`config.mk`:
```
export PLATFORM = sky130hd
export DESIGN_NAME = positional_insert_delete_array_top
export DESIGN_NICKNAME = d
export VERILOG_FILES = /design/src/design/pidar_pkg.sv /design/src/design/positional_insert_delete_array_top.sv /design/src/design/pidar_ctrl.sv /design/src/design/pidar_dp.sv
export SDC_FILE = /design/constraint.sdc
export NUM_CORES = 1
export LEC_CHECK = 0
export BUFFER_PORTS_ARGS = -buffer_cell sky130_fd_sc_hd__buf_2
export CAP_MARGIN = 40
export CORE_ASPECT_RATIO = 0.7
export CORE_MARGIN = 3
export CORE_UTILIZATION = 40
export CTS_CLUSTER_DIAMETER = 40
export DETAILED_ROUTE_END_ITERATION = 8
export PLACE_DENSITY_LB_ADDON = 0.25
export SLEW_MARGIN = 30
export SYNTH_ARGS = -nofsm -noshare
export SYNTH_HDL_FRONTEND = slang
export SYNTH_HIERARCHICAL = 1
export SYNTH_SLANG_ARGS = --single-unit
```
`constraint.sdc`:
```
create_clock -name clk -period 5.1 [get_ports clk]
set_input_delay 0.51 -clock clk [delete_from_list [all_inputs] [get_ports clk]]
set_output_delay 0.51 -clock clk [all_outputs]
set_load 0.03 [all_outputs]
```
`src/design/pidar_pkg.sv`:
```
// ----------------------------------------------------------------------------
// pidar_pkg
// Shared types and codes for the positional insert/delete array list.
// ----------------------------------------------------------------------------
`default_nettype none

package pidar_pkg;

  // Request kinds
  localparam logic [1:0] REQ_APPEND = 2'd0;
  localparam logic [1:0] REQ_INSERT = 2'd1;
  localparam logic [1:0] REQ_DELETE = 2'd2;

  // Result status codes
  localparam logic ST_DONE   = 1'b0;
  localparam logic ST_REJECT = 1'b1;

  localparam int unsigned CAP_W = 5;
  localparam int unsigned POS_W = 5;
  localparam int unsigned VAL_W = 32;

  typedef struct packed {
    logic [1:0]              req_type;
    logic [POS_W-1:0]        position;
    logic signed [VAL_W-1:0] value_in;
  } req_t;

  typedef struct packed {
    logic signed [VAL_W-1:0] removed_value;
    logic                    status;
    logic [CAP_W-1:0]        count_after;
  } rsp_t;

  // Controller to datapath commands
  typedef struct packed {
    logic load;   // capture the request
    logic exec;   // carry out the captured request
  } cmd_t;

endpackage

`default_nettype wire

```
`src/design/positional_insert_delete_array_top.sv`:
```
// ----------------------------------------------------------------------------
// positional_insert_delete_array_top
// Packed list of signed 32-bit entries: append, insert at, delete at.
// ----------------------------------------------------------------------------
// Flow: a taken request is captured into the request register, then executed;
//   the result and its strobe are registered together at the execute edge.
// Requests: a new request is taken only while idle; busy is high for the execute
//   cycle while the entry cells that move shift in parallel. The receiver cannot stall.
// Reset (synchronous, active high): list empty, capacity 16, no strobe;
//   entry contents are undefined until written.
`default_nettype none

module positional_insert_delete_array_top #(
  parameter int unsigned DEPTH = 16
) (
  input  wire logic                        clk,
  input  wire logic                        rst,
  // request side
  input  wire logic                        start,
  input  wire pidar_pkg::req_t             req,
  output logic                             busy,
  // result side: one transfer per request, valid for exactly one cycle
  output logic                             done,
  output pidar_pkg::rsp_t                  rsp,
  // capacity register write
  input  wire logic                        cfg_we,
  input  wire logic [pidar_pkg::CAP_W-1:0] cfg_data
);
  import pidar_pkg::*;

  cmd_t cmd;

  // Sequence each request: capture, execute, then strobe the result
  pidar_ctrl u_ctrl (
    .clk   (clk),
    .rst   (rst),
    .start (start),
    .busy  (busy),
    .cmd   (cmd),
    .done  (done)
  );

  // Hold the entries, the fill count and the capacity register
  pidar_dp #(
    .DEPTH (DEPTH)
  ) u_dp (
    .clk      (clk),
    .rst      (rst),
    .cmd      (cmd),
    .req      (req),
    .cfg_we   (cfg_we),
    .cfg_data (cfg_data),
    .rsp      (rsp)
  );

endmodule

`default_nettype wire

```
`src/design/pidar_ctrl.sv`:
```
// ----------------------------------------------------------------------------
// pidar_ctrl
// Sequencer: takes a request, runs it through the datapath, flags the result.
// ----------------------------------------------------------------------------
`default_nettype none

module pidar_ctrl (
  input  wire logic          clk,
  input  wire logic          rst,
  input  wire logic          start,
  output logic               busy,
  output pidar_pkg::cmd_t    cmd,
  output logic               done
);
  import pidar_pkg::*;

  typedef enum logic {IDLE, EXEC} state_t;

  state_t state;

  assign busy     = (state == EXEC);
  assign cmd.load = start && (state == IDLE);
  assign cmd.exec = (state == EXEC);

  always_ff @(posedge clk) begin
    if (rst) begin
      state <= IDLE;
      done  <= 1'b0;
    end else begin
      done <= (state == EXEC);
      unique case (state)
        IDLE: begin
          if (start) state <= EXEC;
        end
        EXEC: begin
          state <= IDLE;
        end
        default: state <= IDLE;
      endcase
    end
  end

  // A request is executed in the cycle after its capture
  a_load_then_exec: assert property (@(posedge clk) disable iff (rst)
    cmd.load |=> cmd.exec)
    else $error("capture not followed by execute");

  // The strobe marks the cycle right after an execute
  a_done_after_exec: assert property (@(posedge clk) disable iff (rst)
    done |-> $past(cmd.exec))
    else $error("result strobe without execute");

endmodule

`default_nettype wire

```
`src/design/pidar_dp.sv`:
```
// ----------------------------------------------------------------------------
// pidar_dp
// Datapath: entry cells with parallel shift, fill count, capacity register.
// ----------------------------------------------------------------------------
`default_nettype none

module pidar_dp #(
  parameter int unsigned DEPTH = 16
) (
  input  wire logic                              clk,
  input  wire logic                              rst,
  input  wire pidar_pkg::cmd_t                   cmd,
  input  wire pidar_pkg::req_t                   req,
  input  wire logic                              cfg_we,
  input  wire logic [pidar_pkg::CAP_W-1:0]       cfg_data,
  output pidar_pkg::rsp_t                        rsp
);
  import pidar_pkg::*;

  localparam int unsigned CW = $clog2(DEPTH + 1);
  localparam int unsigned W  = (CW > CAP_W) ? CW : CAP_W;

  logic [VAL_W-1:0]  entries [DEPTH];
  logic [VAL_W-1:0]  from_below [DEPTH];
  logic [VAL_W-1:0]  from_above [DEPTH];
  logic [CW-1:0]     fill_count;
  logic [CW-1:0]     fill_count_next;
  logic [CAP_W-1:0]  capacity;
  req_t              req_q;

  logic [W-1:0]      count_w;
  logic [W-1:0]      pos_w;
  logic [W-1:0]      cap_w;
  logic [W-1:0]      eff_cap;
  logic              ok;
  logic [VAL_W-1:0]  rd_val;

  // Neighbor taps for the shift
  for (genvar g = 0; g < DEPTH; g++) begin : g_taps
    if (g == 0) begin : g_lo
      assign from_below[g] = '0;
    end else begin : g_mid
      assign from_below[g] = entries[g-1];
    end
    if (g == DEPTH - 1) begin : g_hi
      assign from_above[g] = '0;
    end else begin : g_top
      assign from_above[g] = entries[g+1];
    end
  end

  assign count_w = W'(fill_count);
  assign pos_w   = W'(req_q.position);
  assign cap_w   = W'(capacity);
  assign eff_cap = (cap_w > W'(DEPTH)) ? W'(DEPTH) : cap_w;

  always_comb begin
    ok = 1'b0;
    unique case (req_q.req_type)
      REQ_APPEND: ok = (count_w < eff_cap);
      REQ_INSERT: ok = (pos_w <= count_w) && (count_w < eff_cap);
      REQ_DELETE: ok = (pos_w < count_w);
      default:    ok = 1'b0;
    endcase
  end

  // Read the entry under the position
  always_comb begin
    rd_val = '0;
    for (int i = 0; i < DEPTH; i++) begin
      if (pos_w == W'(i)) rd_val = entries[i];
    end
  end

  always_comb begin
    fill_count_next = fill_count;
    if (ok) begin
      if (req_q.req_type == REQ_DELETE) fill_count_next = fill_count - CW'(1);
      else                              fill_count_next = fill_count + CW'(1);
    end
  end

  always_ff @(posedge clk) begin
    if (rst) begin
      fill_count <= '0;
      capacity   <= CAP_W'(16);
    end else begin
      if (cfg_we) capacity <= cfg_data;
      if (cmd.exec) fill_count <= fill_count_next;
    end
  end

  always_ff @(posedge clk) begin
    if (cmd.load) req_q <= req;
    if (cmd.exec) begin
      rsp.removed_value <= (ok && req_q.req_type == REQ_DELETE) ? rd_val : '0;
      rsp.status        <= ok ? ST_DONE : ST_REJECT;
      rsp.count_after   <= CAP_W'(fill_count_next);
    end
  end

  // Each cell moves independently: write, take from below, or take from above
  always_ff @(posedge clk) begin
    if (cmd.exec && ok) begin
      for (int i = 0; i < DEPTH; i++) begin
        priority case (req_q.req_type)
          REQ_APPEND: begin
            if (W'(i) == count_w) entries[i] <= req_q.value_in;
          end
          REQ_INSERT: begin
            if (W'(i) == pos_w) entries[i] <= req_q.value_in;
            else if (W'(i) > pos_w && W'(i) <= count_w) entries[i] <= from_below[i];
          end
          REQ_DELETE: begin
            if (W'(i) >= pos_w && W'(i) + W'(1) < count_w) entries[i] <= from_above[i];
          end
          default: ;
        endcase
      end
    end
  end

  a_count_bound: assert property (@(posedge clk) disable iff (rst)
    W'(fill_count) <= W'(DEPTH))
    else $error("fill count above depth");

  a_count_hold: assert property (@(posedge clk) disable iff (rst)
    !cmd.exec |=> $stable(fill_count))
    else $error("fill count moved without execute");

endmodule

`default_nettype wire
```
==> out/metrics.cfg <==
[power_and_ir_drop]
p_sw_w=0.00309
power.density_nw_per_um2=328
finalPower_w=0.0128
pwr-share-seq=0.435
peakVddDrop_mv=0.259
p_comb_frac=0.074
leakagePower_nw=15.3
clkPwrFrac=0.491
switching_share=0.242
p_int_w=0.00969

[worst_setup_path]
startpoint=u_dp/count_w[4]
critical_path.max_stage_delay_ns=0.83
endpoint_kind=register
r2r_slack_ns=0.45
start_kind=register
critPathMaxFanout=32
reg2reg_from=u_dp/count_w[4]
r2r-end=u_dp/entries[0][57]
arrival_ns=4.92
crit_chain=clkinv_1 > ha_1 > and3_1 > o21a_1 > o21ai_2 > nand3_2 > o211ai_1 > buf_4
cp.required_ns=5.36
reg2reg_depth=8
crit_slowest_cell=nand3_2
path_class=reg2reg

[place]
gp_congestion=0.947
pre_cts_slack_ns=0.636
dp_hpwl_um=80200
port_buffers=87

[clocking]
clockRootBuffer=clkbuf_16
postCtsSetupBuffers=0
clock-sinks=601
cts_made_buffers=83
cts_tree=done
clockBufferDepth=3
htreeDepth=3
clk_latency_ns=0.65
clk_pin_slew_ns=0.05

[global_route]
grt_max_degree=84
grt_pass1_wl_um=176000
grt_pass1_vias=25300
grt-ovfl-total=0
antenna_found_initial=1
grtUsageTotal=0.264

[route]
vias=27600
firstDrtPassIters=6
drtIter0Drc=4065
drc_errors=0
avgViaCountPerCell=6.28
wirelength_um=120000
wl_per_cell_um=27.4
final_antenna_net_count=0

[sta]
slew_headroom=0.378
fmax_ghz=0.215
fin_crit_ns=4.65
setup_tns_ns=0
fin_skew_ns=0.0268
worst_pin_slew_ns=0.928
setup_viol=0
slew_viol_final=0
setup_ws_ns=0.446
finalCritPeriodShare=0.912
rsz0062_at_grt=false
hold_viol=0

[synthesis]
synthDistinctLibCells=79
async_flop_share=0
synth_cells=3170
syn-num-nets=3232
yosysSeqAreaShare=0.528
synth_warnings=6
synth-edff-count=589
syn-mean-instance-area_um2=10.7
synth-main-ff-cell=edfxtp_1
synth_area_um2=34000
yosys_register_bits=601

[floorplan]
die_h_um=250
fp.coreArea_um2=83200
start_util=0.408
die_w_um=354
fp-row-count=88
boundaryPins=88
dieArea_um2=88500

[outcome]
status=completed

[min_path]
hold_end=u_dp/pos_w[2]
hold_path_depth=1
min_path_type=in2reg
hp-start=req[34]

[layout]
area_delta_synth_final_pct=14.8
final_util=0.468
antennaDiodeCount=0
final_nets=3261
final_layout_size_suffix_gt1_frac=0.149

[job]
drv_cap=0

## power by group through the flow
stage                     registers (W)  clock network (W)  logic, W
after floorplan                 0.00563                  0  0.000558
after global placement          0.00570                  0  0.000822
after detailed placement        0.00569                  0  0.000847
after CTS                       0.00559            0.00636  0.000857
after global routing            0.00556            0.00656   0.00101
final                           0.00556            0.00627  0.000949
## state kept, by name (all words and copies together), names as in the netlist
register	count
u_dp/pos_w	5
u_dp/cap_w	5
u_ctrl/done	1
u_ctrl/busy	1
u_dp/req_q	34
u_dp/rsp	38
u_dp/entries	512
u_dp/count_w	5
## cell families after synthesis
family	share of synthesized area
DFF	0.528
muxes	0.152
and+or+nand+nor	0.102
AOI/OAI and AO/OA	0.173
xor gates and xnor gates	0.00129
buffers and inverters	0.0382
adders and majority gates	0.00516
## worst max-delay path, delay by kind of cell (launching register included)
| family | cells | cell delay (ns) |
|---|---|---|
| buffers and inverters | 2 | 0.95 |
| AOI/OAI and AO/OA | 3 | 1.17 |
| DFF | 1 | 0.65 |
| adders and majority gates | 1 | 0.42 |
| and+or+nand+nor | 2 | 1.05 |
## metrics by stage
step | std cells | instance area [um^2] | hold slack, ns
CTS | 4375 | 38800 | 0.00339
finish | 4392 | 39000 | 0.0411
global route | 4392 | 39000 | 0.0178
floorplan | 3170 | 34000 | 0.452
global placement | 4205 | 35600 | 0.476
detailed placement | 4213 | 35700 | 0.483
## layout by cell type, fill, tap and decap left out, types with 10 or more instances in the layout
master and count:
ha_1 14, a22oi_1 108, o32ai_1 21, inv_1 12, o22ai_1 24, nor2b_1 12, bufinv_16 16, clkbuf_16 83
o21ai_1 75, nor3_1 19, mux2_1 33, nand2_1 238, a21oi_1 356, a31oi_1 58, o211ai_1 24, a21o_1 25
buf_6 18, clkinv_1 14, mux2i_1 378, o2bb2ai_1 32, buf_4 106, and3_1 10, a22o_1 44, o22a_1 17
mux2_2 72, o21ai_0 94, dfxtp_1 11, buf_2 90, nand3_1 36, nand4_1 13, edfxtp_1 589, nor2_1 410
## worst max path at each step
stage / endpoint / slack [ns]
after floorplan: u_dp/entries[1][192] / 0.04
after global placement: u_dp/entries[0][34] / 0.73
after detailed placement: u_dp/entries[0][34] / 0.64
after CTS: u_dp/entries[0][57] / 0.62
after global routing: u_dp/entries[0][57] / 0.27
final: u_dp/entries[0][57] / 0.45
## cells in the mapped netlist, types with 17 or more instances
cell type	n	area (um^2)
edfxtp_1	589	17700
nor2_1	416	1560
mux2i_1	378	3780
a21oi_1	357	1790
nand2_1	238	893
clkbuf_1	164	616
a22oi_1	108	811
o21ai_0	95	475
buf_2	94	470
o21ai_1	77	385
mux2_2	72	811
a31oi_1	60	375
a22o_1	44	385
nand3_1	42	210
mux2_1	33	372
o2bb2ai_1	32	280
a21o_1	25	188
o211ai_1	24	180
o22ai_1	24	150
nor3_1	23	115
o32ai_1	21	184
o22a_1	17	149
## layout make-up
type	count	area, um^2
Clock inverter	60	843
Multi-Input combinational cell	2268	14900
Inverter	15	56.3
Tap cell	1125	1410
Fill cell	7749	44300
Timing Repair Buffer	230	1680
Clock buffer	93	2120
Sequential cell	601	17900
## repair_timing
action / 4_1_cts / 5_1_grt
setup endpoints to repair: 0 / 0
hold buffers: 9 / 0
endpoints found under the hold margin: 9 / 0
resized for setup: 0 / 0
## metal layers
layer | global-route usage | part of all wire | wire length (um)
met5 | 0 | 0.00011 | 13
met4 | 0.0533 | 0.017 | 2030
met3 | 0.117 | 0.17 | 20600
met2 | 0.319 | 0.36 | 43200
met1 | 0.418 | 0.45 | 54500
No activity file was read; power rests on OpenSTA's default activity.
